--- src/rtl/core/sha1sh_pkg.sv ---
// sha1sh_pkg: item types and sha-1 constants for the stream hash unit
// no dependencies
package sha1sh_pkg;

  typedef struct packed {
    logic [7:0] msg_byte;
    logic       byte_present;
    logic       end_of_message;
  } sha1sh_in_t;

  typedef struct packed {
    logic [31:0] digest_word;
    logic [2:0]  word_index;
    logic        last_word;
  } sha1sh_out_t;

  localparam int unsigned NumChain = 5;
  localparam int unsigned NumSched = 16;

  localparam logic [31:0] H_INIT [NumChain] = '{
    32'h67452301, 32'hEFCDAB89, 32'h98BADCFE, 32'h10325476, 32'hC3D2E1F0
  };

  localparam logic [31:0] K_R0 = 32'h5A827999;
  localparam logic [31:0] K_R1 = 32'h6ED9EBA1;
  localparam logic [31:0] K_R2 = 32'h8F1BBCDC;
  localparam logic [31:0] K_R3 = 32'hCA62C1D6;

  localparam logic [7:0]  PAD_MARK = 8'h80;
  localparam logic [2:0]  LAST_WORD_IDX = 3'd4;

endpackage

--- src/rtl/core/sha1_stream_hash_unit.sv ---
// sha1_stream_hash_unit: byte-serial sha-1 hasher, top level; uses sha1sh_pkg
// intake takes one item a cycle while idle; each 64th byte then holds intake through
// the 80 rounds on the one shared round adder and then the chaining add
// end item: padding goes in one byte a cycle up to the block end, each padded
// block is hashed the same way, then five digest items, one a cycle when not stalled
// sync active-low reset loads h0..h4
module sha1_stream_hash_unit (
  input  logic                    clk,
  input  logic                    rst_n,
  input  logic                    in_valid,
  output logic                    in_stall,
  input  sha1sh_pkg::sha1sh_in_t  in_item,
  output logic                    out_valid,
  input  logic                    out_stall,
  output sha1sh_pkg::sha1sh_out_t out_item
);
  import sha1sh_pkg::*;

  // sequencer states
  localparam logic [2:0] S_IDLE  = 3'd0;  // taking message items
  localparam logic [2:0] S_PAD   = 3'd1;  // feeding padding and length bytes
  localparam logic [2:0] S_ROUND = 3'd2;  // one sha-1 round a cycle
  localparam logic [2:0] S_ADD   = 3'd3;  // fold working vars into chain
  localparam logic [2:0] S_OUT   = 3'd4;  // hand out digest words

  localparam logic [6:0] LAST_ROUND = 7'd79;

  logic [2:0]  state_r;
  logic [5:0]  bib_r;          // byte position inside the current block
  logic [63:0] bit_count_r;    // message length in bits, wraps
  logic [6:0]  rnd_r;          // round counter
  logic [2:0]  out_idx_r;      // digest word being offered
  logic        end_pending_r;  // end item seen, padding still to come
  logic        mark_sent_r;    // 0x80 already placed
  logic        len_phase_r;    // padding has reached the length field
  logic        final_blk_r;    // the block in flight is the last one
  logic [31:0] h_r [NumChain];

  // payload registers, no reset needed
  logic [23:0] cur_r;            // first three bytes of the word being built
  logic [31:0] sched_r [NumSched];  // rolling schedule, sched_r[0] is oldest
  logic [31:0] a_r, b_r, c_r, d_r, e_r;

  logic        put_en;
  logic [7:0]  put_b;
  logic        blk_full;
  logic [7:0]  len_byte;
  logic        sched_push;
  logic [31:0] sched_in;
  logic [31:0] w_new;
  logic [31:0] w_t;
  logic [31:0] f_t;
  logic [31:0] k_t;
  logic [31:0] temp_t;
  logic        msg_done;

  // length bytes go out most significant first, positions 56 to 63
  assign len_byte = bit_count_r[{~bib_r[2:0], 3'b000} +: 8];

  // byte source: the input item when idle, the padding generator while padding, none otherwise
  always_comb begin
    put_en = 1'b0;
    put_b  = 8'h00;
    case (state_r)
      S_IDLE: begin
        put_en = in_valid & in_item.byte_present;
        put_b  = in_item.msg_byte;
      end
      S_PAD: begin
        put_en = 1'b1;
        if (!mark_sent_r) begin
          put_b = PAD_MARK;
        end else if (len_phase_r) begin
          put_b = len_byte;
        end else begin
          put_b = 8'h00;
        end
      end
      default: begin
        put_en = 1'b0;
        put_b  = 8'h00;
      end
    endcase
  end

  assign blk_full = put_en && (bib_r == 6'd63);

  // schedule expansion taps at fixed places of the rolling window
  always_comb begin
    w_new = sched_r[13] ^ sched_r[8] ^ sched_r[2] ^ sched_r[0];
    w_new = {w_new[30:0], w_new[31]};
    w_t   = (rnd_r < 7'd16) ? sched_r[0] : w_new;
  end

  // round function and constant by round group
  always_comb begin
    if (rnd_r inside {[7'd0:7'd19]}) begin
      f_t = (b_r & c_r) | (~b_r & d_r);
      k_t = K_R0;
    end else if (rnd_r inside {[7'd20:7'd39]}) begin
      f_t = b_r ^ c_r ^ d_r;
      k_t = K_R1;
    end else if (rnd_r inside {[7'd40:7'd59]}) begin
      f_t = (b_r & c_r) | (b_r & d_r) | (c_r & d_r);
      k_t = K_R2;
    end else begin
      f_t = b_r ^ c_r ^ d_r;
      k_t = K_R3;
    end
    temp_t = {a_r[26:0], a_r[31:27]} + f_t + e_r + k_t + w_t;
  end

  // the schedule shifts on a completed input word and on every round
  always_comb begin
    sched_push = 1'b0;
    sched_in   = w_t;
    if (state_r == S_ROUND) begin
      sched_push = 1'b1;
      sched_in   = w_t;
    end else if (put_en && (bib_r[1:0] == 2'b11)) begin
      sched_push = 1'b1;
      sched_in   = {cur_r, put_b};
    end
  end

  // last digest item taken: back to the initial state for the next message
  assign msg_done = (state_r == S_OUT) && !out_stall && (out_idx_r == LAST_WORD_IDX);

  always_ff @(posedge clk) begin
    if (!rst_n || msg_done) begin
      state_r       <= S_IDLE;
      bib_r         <= '0;
      bit_count_r   <= '0;
      rnd_r         <= '0;
      out_idx_r     <= '0;
      end_pending_r <= 1'b0;
      mark_sent_r   <= 1'b0;
      len_phase_r   <= 1'b0;
      final_blk_r   <= 1'b0;
      for (int i = 0; i < NumChain; i++) begin
        h_r[i] <= H_INIT[i];
      end
    end else begin
      case (state_r)
        S_IDLE: begin
          if (in_valid) begin
            if (put_en) begin
              bib_r       <= bib_r + 6'd1;
              bit_count_r <= bit_count_r + 64'd8;
            end
            if (in_item.end_of_message) begin
              end_pending_r <= 1'b1;
            end
            if (blk_full) begin
              state_r <= S_ROUND;
              rnd_r   <= '0;
            end else if (in_item.end_of_message) begin
              state_r <= S_PAD;
            end
          end
        end
        S_PAD: begin
          bib_r       <= bib_r + 6'd1;
          mark_sent_r <= 1'b1;
          // the length field starts at byte 56 of a block
          if (!len_phase_r && (bib_r == 6'd55)) begin
            len_phase_r <= 1'b1;
          end
          if (len_phase_r && (bib_r == 6'd63)) begin
            final_blk_r <= 1'b1;
          end
          if (blk_full) begin
            state_r <= S_ROUND;
            rnd_r   <= '0;
          end
        end
        S_ROUND: begin
          rnd_r <= rnd_r + 7'd1;
          if (rnd_r == LAST_ROUND) begin
            state_r <= S_ADD;
          end
        end
        S_ADD: begin
          h_r[0]    <= h_r[0] + a_r;
          h_r[1]    <= h_r[1] + b_r;
          h_r[2]    <= h_r[2] + c_r;
          h_r[3]    <= h_r[3] + d_r;
          h_r[4]    <= h_r[4] + e_r;
          out_idx_r <= '0;
          if (final_blk_r) begin
            state_r <= S_OUT;
          end else if (end_pending_r) begin
            state_r <= S_PAD;
          end else begin
            state_r <= S_IDLE;
          end
        end
        S_OUT: begin
          if (!out_stall) begin
            out_idx_r <= out_idx_r + 3'd1;
          end
        end
        default: begin
          state_r <= S_IDLE;
        end
      endcase
    end
  end

  // word assembly, schedule window and working variables
  always_ff @(posedge clk) begin
    if (put_en) begin
      cur_r <= {cur_r[15:0], put_b};
    end
    if (sched_push) begin
      for (int i = 0; i < NumSched - 1; i++) begin
        sched_r[i] <= sched_r[i + 1];
      end
      sched_r[NumSched - 1] <= sched_in;
    end
    if (blk_full) begin
      a_r <= h_r[0];
      b_r <= h_r[1];
      c_r <= h_r[2];
      d_r <= h_r[3];
      e_r <= h_r[4];
    end else if (state_r == S_ROUND) begin
      a_r <= temp_t;
      b_r <= a_r;
      c_r <= {b_r[1:0], b_r[31:2]};
      d_r <= c_r;
      e_r <= d_r;
    end
  end

  // intake only while idle; results come straight from the chain registers
  assign in_stall             = (state_r != S_IDLE);
  assign out_valid            = (state_r == S_OUT);
  assign out_item.digest_word = h_r[out_idx_r];
  assign out_item.word_index  = out_idx_r;
  assign out_item.last_word   = (out_idx_r == LAST_WORD_IDX);

endmodule

--- config.mk ---
export PLATFORM = sky130hd
export DESIGN_NAME = sha1_stream_hash_unit
export DESIGN_NICKNAME = d
export VERILOG_FILES = /design/src/rtl/core/sha1sh_pkg.sv /design/src/rtl/core/sha1_stream_hash_unit.sv
export SDC_FILE = /design/constraint.sdc
export NUM_CORES = 2
export LEC_CHECK = 0
export BUFFER_PORTS_ARGS = -buffer_cell sky130_fd_sc_hd__buf_2
export CORE_MARGIN = 1
export CORE_UTILIZATION = 25
export DETAILED_ROUTE_END_ITERATION = 7
export GPL_TIMING_DRIVEN = 0
export MAX_ROUTING_LAYER = met4
export SYNTH_ARGS = -nofsm -noshare
export SYNTH_HDL_FRONTEND = slang
export SYNTH_SLANG_ARGS = --single-unit
export TNS_END_PERCENT = 50
--- constraint.sdc ---
create_clock -name clk -period 16 [get_ports clk]
set_input_delay 0.8 -clock clk [delete_from_list [all_inputs] [get_ports clk]]
set_output_delay 0.8 -clock clk [all_outputs]
set_load 0.03 [all_outputs]
==> impl_summary.log <==
INFO  metric number_of_endpoints_failing_setup_at_the_final_stage = 0
INFO  metric holdCritPathClass = in -> reg
INFO  metric timing.max_slew.rel_slack = -0.979%
INFO  metric detail_route.vias_per_cell = 4.79
INFO  metric cts_max_path_buffers = 3
INFO  metric reg2reg_setup_slack = 8.39 ns
INFO  metric die-width = 441 µm
INFO  metric fmax = 0.131 GHz
INFO  metric design.portCount = 52
INFO  metric routed-via-count = 32.2k
INFO  metric routed_wire_length_per_instance = 21.0 µm
INFO  metric synth_enable_flop_cells = 856
INFO  metric yosysWarningCount = 0
INFO  metric ys_async_rst_share = 0%
INFO  metric cts-htree-levels = 3
INFO  metric layout.cells.most_common = edfxtp_1
INFO  metric timing.final.max_slew_violations = 11
INFO  metric rsz0062_at_grt = false
INFO  metric grt_overflow_total = 0
INFO  metric grt_start_max_net_pins = 78
INFO  metric fin_crit_sh = 47.6%
INFO  metric syn_inst = 3964
INFO  metric fraction_of_the_mapped_netlist_area_in_compound_gates = 9.90%
INFO  metric setup_slack = 8.39 ns
INFO  metric cts_repair_resize_count = 0
INFO  metric clock_tree_from_tritoncts = yes
INFO  metric number_of_storage_elements_in_the_synthesis_netlist = 943
INFO  metric fp.dieArea = 195000 µm²
INFO  metric mostFrequentLayoutCells = edfxtp_1, nand2_1, inv_1
INFO  metric start_util = 25.3%
INFO  metric hold_buffers = 0
INFO  metric worst_ir_drop_vdd = 0.0000781 V
INFO  metric synth_simple_gate_area_share = 10.5%
INFO  metric cts_root_buffer = clkbuf_16
INFO  metric portBuffers = 51
INFO  metric globalplace.congestion = 0.952
INFO  metric grt.total_usage = 14.7%
INFO  metric num-nets-final = 4469
INFO  metric area_growth_from_synthesis_to_layout = 14.5%
INFO  metric dp_hpwl = 104 mm
INFO  metric postCtsSetupBuffers = 0
INFO  metric post_synth_xor_area_fraction = 5.33%
INFO  metric synthMuxAreaShare = 3.85%
INFO  metric final_core_utilization = 28.9%
INFO  metric cts_sinks = 943
INFO  metric synth_sequential_area_ratio = 56.9%
INFO  metric num_rows = 160
INFO  metric power_density = 94.2 nW/µm²
INFO  metric post_route_minimum_period = 7.61 ns
INFO  metric reg_clk_slew_reported_paths = 0.06 ns
INFO  metric max_cap_viol_count = 2
INFO  metric worst-path-max-fanout = 10
INFO  metric dp_cells = 6540
INFO  metric netlist_area = 48200 µm²
INFO  metric number_of_antenna_violations_at_the_first_check_in_global_routing = 5
INFO  metric final_antenna_net_count = 0
INFO  metric run_status = finished, violations left
INFO  metric syn-mean-instance-area = 12.2 µm²
INFO  metric dominant_combinational_cell_family_by_area_after_synthesis = simple AND/OR/NAND/NOR gates
INFO  metric core_area = 191000 µm²
INFO  metric die_y = 441 µm
INFO  metric cellLeakagePower = 19.6 nW
INFO  metric worstMarginPinSlew = 1.51 ns
INFO  metric hold_violations = 0
INFO  metric place_ws = 8.63 ns
INFO  metric synthesis.nets = 4302
INFO  metric wl = 142 mm
INFO  metric finalHoldWorstSlack = 0.359 ns
INFO  metric grt_pass1_vias = 31.2k
INFO  metric remaining_drc_errors = 0
INFO  metric layout-drive-gt1-share = 8.17%
INFO  metric drt_iter0_markers = 3415
INFO  metric cp_data_arrival_time = 8.19 ns
INFO  metric worstSkewPairLatency = 0.72 ns
INFO  metric violations = capacitance limit, slew limit
INFO  metric cp-start-kind = flop
INFO  metric critical_path_class = reg -> reg
INFO  metric endpoint_kind = flop
INFO  metric synth-adder-area-share = 10.4%
INFO  metric fin_cells = 6727
INFO  metric numCtsBuffers = 99
INFO  metric grt_pass1_wl = 206 mm
INFO  metric fin_skew = 0.0287 ns
INFO  metric cp.required = 16.58 ns
INFO  metric ys.flop_type = edfxtp_1
INFO  metric synth.lib_cells_used.distinct = 83
INFO  metric detailedRoute.firstPassIterationCount = 6
where the power goes:
part	switching (mW)	internal (mW)	total (mW)	leakage, nW
logic	0.114	0.0628	0.177	9.72
clock network	1.04	1.27	2.30	1.53
registers	0.0223	2.70	2.72	8.34
state kept, by name, summed over array words and instances (netlist names), 7 cells and up, named ones only:
register and count:
a_r 32, b_r 32, bit_count_r 61, c_r 32
cur_r 24, d_r 32, e_r 32, h_r 160
rnd_r 7, sched_r 512
logic make-up (layout without fill, tap and decap cells):
kind of cell / Yosys count / in the layout
muxes: 125 / 125
and+or+nand+nor: 1119 / 1119
DFF: 943 / 943
buffers and inverters: 397 / 646
xor gates and xnor gates: 292 / 292
AOI/OAI and AO/OA: 764 / 764
adders and majority gates: 324 / 324
other: 0 / 3
layout make-up:
type	count	area [µm²]
diodes	3	7.51
plain buffers	123	503
clock buffers	118	2590
clock inverters	65	601
fillers	19400	136000
inverters	274	1030
multi-input cells	2624	19300
flip-flops and latches	943	27400
well taps	2511	3140
repair buffers	66	646
critical path: stages, from the launching register on:
cell and delay [ns]:
dfxtp_1 0.37, ha_1 0.27, nand2_1 0.09, a31oi_1 0.11, o21ai_2 0.75, inv_2 0.40, nor2_4 0.49, inv_2 0.25
clkbuf_1 0.49, o21ai_0 0.76, fa_1 0.53, inv_1 0.08, fa_1 0.41, inv_1 0.07, ha_1 0.27, a21oi_1 0.16
o21ai_0 0.14, or3_1 0.35, o211ai_1 0.34, a211oi_1 0.18, nor3_1 0.22, o21ai_0 0.17, or4_1 0.44, nand3_1 0.09
routing by layer:
| metal | track usage [%] | part of all wire (%) | up-vias |
|---|---|---|---|
| li1 | - | - | 14600 |
| met1 | 19.8 | 44 | 16000 |
| met2 | 22.1 | 45 | 1259 |
| met3 | 2.56 | 7.1 | 268 |
| met4 | 5.67 | 4.1 | 0 |
| met5 | - | 0 | - |
worst paths after layout:
| kind | startpoint | end | depth (start not counted) |
|---|---|---|---|
| min reg2reg | sched_r[1][51] | sched_r[1][19] | 0 |
| min | rst_n | state_r[1] | 2 |
| max reg2reg | rnd_r[0] | a_r[31] | 23 |
| max | rnd_r[0] | a_r[31] | 23 |
synthesized netlist by cell type (all sizes together) (12+ instances only):
master	instances	area, µm²
a211oi	23	173
a21boi	12	90.1
a21o	97	728
a21oi	175	876
a221oi	18	158
a31oi	22	138
and2	25	156
and3	39	244
buf	49	225
clkbuf	74	278
dfxtp	87	1740
edfxtp	856	25700
fa	125	2500
ha	199	2490
inv	274	1030
mux2	34	383
mux2i	46	460
mux4	45	1010
nand2	531	2000
nand2b	23	144
nand3	61	330
nand4	31	200
nor2	261	995
nor2b	21	131
nor3	52	298
nor4	12	90.1
o21a	32	240
o21ai	257	1290
o21bai	27	203
o22a	12	105
o31ai	14	105
or3	19	119
xnor2	186	1630
xor2	105	920
through the flow:
stage          TNS [ns]  total power, mW  area [µm²]
6_report              0             5.20       55200
5_1_grt               0             5.35       55200
4_1_cts               0             5.25       55200
3_5_place_dp          0             2.95       52000
3_3_place_gp   -1533.37             2.97       51600
2_1_floorplan         0             2.90       48200
Note: power is estimated with default switching activity, not from simulation.
